`config.mk`:
```
export PLATFORM = sky130hd
export DESIGN_NAME = lwmqd_ram
export DESIGN_NICKNAME = d
export VERILOG_FILES = /design/src/sv/lwmqd_ram.sv
export SDC_FILE = /design/constraint.sdc
export NUM_CORES = 1
export LEC_CHECK = 0
export BUFFER_PORTS_ARGS = -buffer_cell sky130_fd_sc_hd__buf_2
export CAP_MARGIN = 40
export CORE_MARGIN = 2
export CORE_UTILIZATION = 39
export CTS_CLUSTER_SIZE = 30
export DETAILED_ROUTE_END_ITERATION = 8
export PLACE_DENSITY = 0.52
export SYNTH_ARGS = -nofsm -noshare
export SYNTH_HDL_FRONTEND = slang
export SYNTH_SLANG_ARGS = --single-unit
```
`constraint.sdc`:
```
create_clock -name clk -period 5.09 [get_ports clk]
set_input_delay 1.018 -clock clk [delete_from_list [all_inputs] [get_ports clk]]
set_output_delay 1.018 -clock clk [all_outputs]
set_load 0.1 [all_outputs]
```
`src/sv/lwmqd_ram.sv`:
```
// ----------------------------------------------------------------------------
// Generic simple dual-port RAM
// One write port, one read port with registered read data.
// ----------------------------------------------------------------------------
`default_nettype none

module lwmqd_ram #(
	parameter int WIDTH = 8,
	parameter int DEPTH = 16
) (
	input  wire logic                     clk,
	input  wire logic                     we,
	input  wire logic [$clog2(DEPTH)-1:0] waddr,
	input  wire logic [WIDTH-1:0]         wdata,
	input  wire logic                     re,
	input  wire logic [$clog2(DEPTH)-1:0] raddr,
	output logic      [WIDTH-1:0]         rdata
);

	logic [WIDTH-1:0] mem_q [DEPTH];

	always_ff @(posedge clk) begin
		if (we) begin
			mem_q[waddr] <= wdata;
		end
		if (re) begin
			rdata <= mem_q[raddr];
		end
	end

endmodule

`default_nettype wire

```
==> metrics, run 1 <==
result of the run complete, no violations; ports placed on the boundary 27; final hold violations 0; number of antenna cells inserted 0; register area share after synthesis 78.1%; Min-Delay Path Class flip-flop to flip-flop; synthesized-area fraction occupied by ao, oa, aoi and oai cells 2.30%; type of origin of the critical path primary input; TritonRoute pass-1 iters 4; Wirelength per Cell 22.0 µm; Die Y-Extent 120 µm; TritonCTS clock tree done; number of nets in the layout 300; die area 0.0143 mm²; total half-perimeter wirelength after legalization and detailed placement 6.79 mm; post-layout minimum cycle time 2730 ps; Port Buf Inserts 26; Synth Area in XOR/XNOR 0%; peak supply drop 0.000273 V; clock insertion delay at the later pin of the skew report 420 ps; CP max stage cell sky130_fd_sc_hd__buf_2; combinational family with the most area after synthesis multiplexers; power density over cell area 434 mW/mm²; number of distinct library cells after synthesis 18; synth warn 0; proportion of synthesized area in mux cells 14.8%; routed length on met3 447 µm; final standard cell count with taps included and fillers excluded 469; Synth-to-Final Area Change 19.7%; initial core utilization 39.6%; clock transition at the registers of the reported paths 60 ps; total CTS buffers 17; global-route wire length before repair 15.7 mm; kind of critical path primary input to flip-flop; total of cells resized after clock tree synthesis 0; placed cell count 438; cell at the root of the clock tree sky130_fd_sc_hd__clkbuf_16; Setup violations, final 0; sequence of cells on the critical path buf_2 > buf_4 > mux4_1 > a22oi_1 > nand2_1; post-synthesis net count 248; Static Leakage 2.10 nW; Avg Cell Area, Syn 22.8 µm²; placement row count 42; DRC violation count after routing 0; first-iteration detailed-routing DRC count 271; number of antenna violations at the first check in global routing 0; commonest non-fill, non-tap cell in the layout sky130_fd_sc_hd__edfxtp_1; final antenna-violating net count 0; Die W 120 µm; WL met1 4.91 mm; highest routing layer actually used met4; unrepaired setup endpoints after global routing false; part of the cycle the worst path needs 53.5%; commonest cells after routing, fill and taps aside 136 x sky130_fd_sc_hd__edfxtp_1, 26 x sky130_fd_sc_hd__buf_2, 18 x sky130_fd_sc_hd__mux4_2; fraction of layout cells with a size suffix above 1 31.1%; via count 2412; maximum single-stage delay on the critical path 580 ps; aggregate global-route resource usage 15.9%; max-slew violation count 0; top fanout value on the critical path 21; aggregate negative setup slack 0 ps; required time at the endpoint of the critical path 5260 ps; largest net degree at the start of global routing 33; area of the mapped netlist 0.00523 mm²; total met2 wirelength after detailed routing 4.90 mm; worst path arrival time 2890 ps; worst slew pin tran 841 ps; Avg Vias per Cell 5.14; Longest Clk Path Bufs 2; Peak Freq 0.367 GHz; simple logic cell fraction of the synthesized area 3.14%; total congestion overflow after global routing 0; Final Wtd Congestion 0.697; vias in the first global route 2495; Synth Register Bits 136; largest clock skew in the final design 11.9 ps; Max transition margin 43.9%; Synth top area share 78.1%; Filler cells 1102; Worst setup EP type flip-flop; number of H-tree levels 4; post-synthesis share of cell area spent on full adders, half adders and majority gates 0%; top post-synthesis cells by area sky130_fd_sc_hd__edfxtp_1 78%, sky130_fd_sc_hd__mux4_2 7.8%, sky130_fd_sc_hd__mux4_1 7.0%, sky130_fd_sc_hd__a22oi_1 2.3%, sky130_fd_sc_hd__nor2_1 0.93%; buffers inserted during post-CTS setup optimization 0; core area 0.0132 mm²; max-cap violations 0; total power 2.71 mW; count of clock tree sinks 136; top cell type by total area after synthesis sky130_fd_sc_hd__edfxtp_1; post-layout util 47.4%; Syn Inst Count 229; routed wire length 10.3 mm; hold buffer count at CTS 0
==> metrics by stage <==
stage / hold slack [ps] / area (µm²) / setup slack, ps
2_1_floorplan: 705 / 5230 / 2580
3_3_place_gp: 732 / 5530 / 1870
3_5_place_dp: 731 / 5620 / 1850
4_1_cts: 745 / 6260 / 2300
5_1_grt: 789 / 6260 / 2210
6_report: 744 / 6260 / 2360
==> where the power goes <==
group          switching [mW]  total [mW]  internal [mW]
logic                   0.105       0.151         0.0464
clock network           0.431        1.29          0.862
registers             0.00574        1.27           1.26
total                   0.541        2.71           2.17
==> state kept, by name (all words and copies together), names as in the netlist <==
register,count
mem_q,128
rdata,8
==> worst max-delay path: cells and delay by family <==
family | cells | cell delay (ps)
compound gates | 1 | 260
buf+inv | 2 | 940
mux | 1 | 580
simple gates | 1 | 80
==> layout make-up <==
| type | instances | area (µm²) | share of cell area (%) |
|---|---|---|---|
| multi-input cells | 83 | 1060 | 17.0 |
| well taps | 176 | 220 | 3.52 |
| clock buffers | 18 | 429 | 6.86 |
| clock inverters | 13 | 203 | 3.24 |
| flip-flops and latches | 136 | 4080 | 65.3 |
| repair buffers | 43 | 258 | 4.12 |
==> Yosys cell counts, drive strengths merged <==
| library cell | count |
|---|---|
| nor2b | 1 |
| nor2 | 13 |
| and2 | 1 |
| nand3 | 1 |
| nand3b | 2 |
| or3b | 1 |
| nor3 | 4 |
| nand2b | 2 |
| mux4 | 32 |
| edfxtp | 136 |
| a22oi | 16 |
| clkdlybuf4s25 | 3 |
| and2b | 1 |
| nand2 | 9 |
| buf | 7 |
==> worst paths after layout <==
| check | from | end | slack (ps) | cells past startpoint |
|---|---|---|---|---|
| max reg2reg | mem_q[0][6] | rdata[6] | 3570 | 3 |
| min reg2reg | mem_q[4][1] | rdata[1] | 740 | 3 |
| max | raddr[0] | rdata[5] | 2360 | 5 |
| min | mem_q[4][1] | rdata[1] | 740 | 3 |
==> metal layers <==
| metal | vias up | track usage [%] |
|---|---|---|
| met5 | - | 0 |
| met4 | 0 | 6.40 |
| met3 | 4 | 4.56 |
| met2 | 75 | 23.6 |
| met1 | 1246 | 22.5 |
| li1 | 1087 | - |
==> kinds of logic (layout without fill, tap and decap cells) <==
group,after synthesis,count (layout)
multiplexers,32,32
AO/OA/AOI/OAI,16,16
buffers and inverters,10,74
flip-flops,136,136
AND/OR/NAND/NOR,35,35
(Power assumes the default switching activity.)
==> run 2: changes to the inputs <==
--- a/config.mk
+++ b/config.mk
@@ -11,7 +11,7 @@
 export CORE_UTILIZATION = 39
 export CTS_CLUSTER_SIZE = 30
 export DETAILED_ROUTE_END_ITERATION = 8
-export PLACE_DENSITY = 0.52
+export PLACE_DENSITY = 0.54
 export SYNTH_ARGS = -nofsm -noshare
 export SYNTH_HDL_FRONTEND = slang
 export SYNTH_SLANG_ARGS = --single-unit
==> constraint.sdc (replaced) <==
create_clock -name clk -period 2.2 [get_ports clk]
set_input_delay 0.44 -clock clk [delete_from_list [all_inputs] [get_ports clk]]
set_output_delay 0.44 -clock clk [all_outputs]
set_load 0.1 [all_outputs]
==> run 2 against run 1 <==
Via count grew 1.6%; non-clock buffer count grew 5; combinational power grew 140%; worst hold slack lost 330 ps; die area is the same; register-to-register slack lost 2800 ps; wire length shrank 1.5%; cell area grew 1.5%; setup slack lost 1900 ps; critical endpoint is now rdata[4]; largest cell class unchanged; highest routed layer unchanged.
==> metrics, run 2 (synthesis gave the netlist of run 1 again) <==
max-cap violations 0 (unchanged); cell at the root of the clock tree sky130_fd_sc_hd__clkbuf_16; power density over cell area 1010 mW/mm² (+130%); Longest Clk Path Bufs 2 (unchanged); total of cells resized after clock tree synthesis 0 (unchanged); total CTS buffers 17 (unchanged); Internal Dissipation 5.15 mW (+140%); register with the most flip-flops mem_q; sequence of cells on the critical path buf_2; number of H-tree levels 4 (unchanged); buffering stage count on the worst path with inverters included 1 (-1); required time at the endpoint of the critical path 1760 ps (-3500 ps); number of antenna violations at the first check in global routing 0 (unchanged); part of the cycle the worst path needs 76.7%; sink of the worst hold path rdata[1]; first-iteration detailed-routing DRC count 96 (-65%); multi-input gate area in the final layout 0.00106 mm² (-0.47%); met3 track demand over resource 4.66% (+0.095 points); DRC violation count after routing 0 (unchanged); Final Wtd Congestion 0.725 (+4.0%); register area 0.00408 mm² (unchanged); maximum single-stage delay on the critical path 450 ps (-130 ps); Max transition margin 67.6% (+24 points); worst slew pin tran 486 ps (-356 ps); global-route wire length before repair 15.6 mm (-0.79%); Min-Delay Path Depth 1 (-2); biggest registers after layout mem_q: 128 flops, rdata: 8 flops; number of flip-flops in the largest register 128 (unchanged); TritonCTS clock tree done; total half-perimeter wirelength after legalization and detailed placement 6.39 mm (-5.9%); worst reg2reg path startpoint mem_q[10][0]; Port Buf Inserts 26 (unchanged); commonest cells after routing, fill and taps aside 136 x sky130_fd_sc_hd__edfxtp_1, 26 x sky130_fd_sc_hd__buf_2, 19 x sky130_fd_sc_hd__buf_4; initial core utilization 39.6% (unchanged); Logic pwr share 5.7% (about the same); Filler cells 1094 (-0.73%); ports placed on the boundary 27 (unchanged); net switching power of the design 1.25 mW (+130%); unrepaired setup endpoints after global routing false; top fanout value on the critical path 1 (-95%); met1 Resource Use GR 22.0% (-0.44 points); largest net degree at the start of global routing 33 (unchanged); Die Y-Extent 120 µm (unchanged); result of the run complete, no violations; hold buffer count at CTS 0 (unchanged); die area 0.0143 mm² (unchanged); largest clock skew in the final design 6.57 ps (-5.35 ps); final antenna-violating net count 0 (unchanged); buffers inserted during post-CTS setup optimization 0 (unchanged); clock insertion delay at the later pin of the skew report 410 ps (about the same); fraction of layout cells with a size suffix above 1 32.2% (+1.2 points); count of clock tree sinks 136 (unchanged); commonest non-fill, non-tap cell in the layout sky130_fd_sc_hd__edfxtp_1; kind of critical path flip-flop to primary output; clock transition at the registers of the reported paths 50 ps (about the same); type of origin of the critical path flip-flop; Avg Vias per Cell 5.17 (+0.50%); Reg power frac 45.9% (-0.9 points); post-layout minimum cycle time 1690 ps; placement row count 42 (unchanged); TritonRoute pass-1 iters 4 (unchanged); number of antenna cells inserted 0 (unchanged); total congestion overflow after global routing 0 (unchanged); CP top delay family buffers and inverters; final hold violations 0 (unchanged); layer carrying the most global-route usage met2; worst path arrival time 1250 ps (-1640 ps); CP max stage cell sky130_fd_sc_hd__buf_2; Static Leakage 2.15 nW (+2.4%); Synth-to-Final Area Change 21.4%; R2R Setup Slk 720 ps (-2850 ps); Peak Freq 0.593 GHz; vias in the first global route 2554 (+2.4%); total non-filler cell area in the finished layout 0.00635 mm² (+1.5%); Placed Instance Area 0.00569 mm² (+1.2%); global routing usage on met2 23.3% (-0.25 points); via count 2450 (+1.6%); routed wire length 10.2 mm (-1.5%); peak supply drop 0.000546 V (+100%); Setup violations, final 0 (unchanged); clock share of power 48.5% (+0.8 points); Worst Min Path Start re; Min-Delay Path Class primary input to flip-flop; depth of the worst register-to-register path 3 (unchanged); net switching share of the total power 19.6% (-0.37 points); core area 0.0132 mm² (unchanged); aggregate global-route resource usage 15.7% (-0.25 points); Die W 120 µm (unchanged); number of nets in the layout 305 (+1.7%); r2r endpoint rdata[0]; Wirelength per Cell 21.5 µm (-2.5%); max-slew violation count 0 (unchanged); aggregate negative setup slack 0 ps (unchanged); Worst setup EP type primary output
==> run 2: worst register-to-register path: stages (launching register included) <==
cell and delay [ps]:
sky130_fd_sc_hd__edfxtp_1 370, sky130_fd_sc_hd__mux4_2 470, sky130_fd_sc_hd__a22oi_1 250, sky130_fd_sc_hd__nand2_1 130
==> run 2: final cells by class <==
| class | count | share of cell area [%] |
|---|---|---|
| clock inverter | 14 | 3.61 |
| timing repair buffer | 48 | 5.24 |
| clock buffer | 17 | 6.70 |
| multi-input combinational | 83 | 16.7 |
| sequential | 136 | 64.3 |
| tap | 176 | 3.47 |
==> run 2: power groups by stage <==
stage / Combinational [mW] / Sequential, mW / Clock [mW]
floorplan: 0.147 / 3.08 / 0
global placement: 0.366 / 2.99 / 0
detailed placement: 0.370 / 2.99 / 0
CTS: 0.371 / 2.94 / 3.16
global route: 0.389 / 2.94 / 3.28
finish: 0.363 / 2.94 / 3.10
==> run 2: through the flow <==
stage                     utilization, %  total power [mW]  hold slack [ps]  cells  setup WS, ps
after floorplan                        -              3.22              539    229           267
after global placement              43.2              3.35              741    443           146
after detailed placement            43.2              3.36              740    443           136
after CTS                           48.1              6.47              392    474           500
after global routing                48.1              6.61              398    474           474
final                               48.1              6.40              416    474           513
==> run 2: per-layer routing <==
layer | wire length, µm | share of wire (%)
met1 | 4800 | 47
met2 | 4870 | 48
met3 | 386 | 3.8
met4 | 112 | 1.1
met5 | 0 | 0
==> run 2: worst max-delay path by stage <==
stage / start / cells after the start / to
floorplan: waddr[2] / 2 / mem_q[0][0]
global route: rdata[3] / 1 / rdata[3]
global placement: raddr[0] / 5 / rdata[5]
finish: rdata[4] / 1 / rdata[4]
detailed placement: raddr[0] / 5 / rdata[5]
CTS: rdata[4] / 1 / rdata[4]
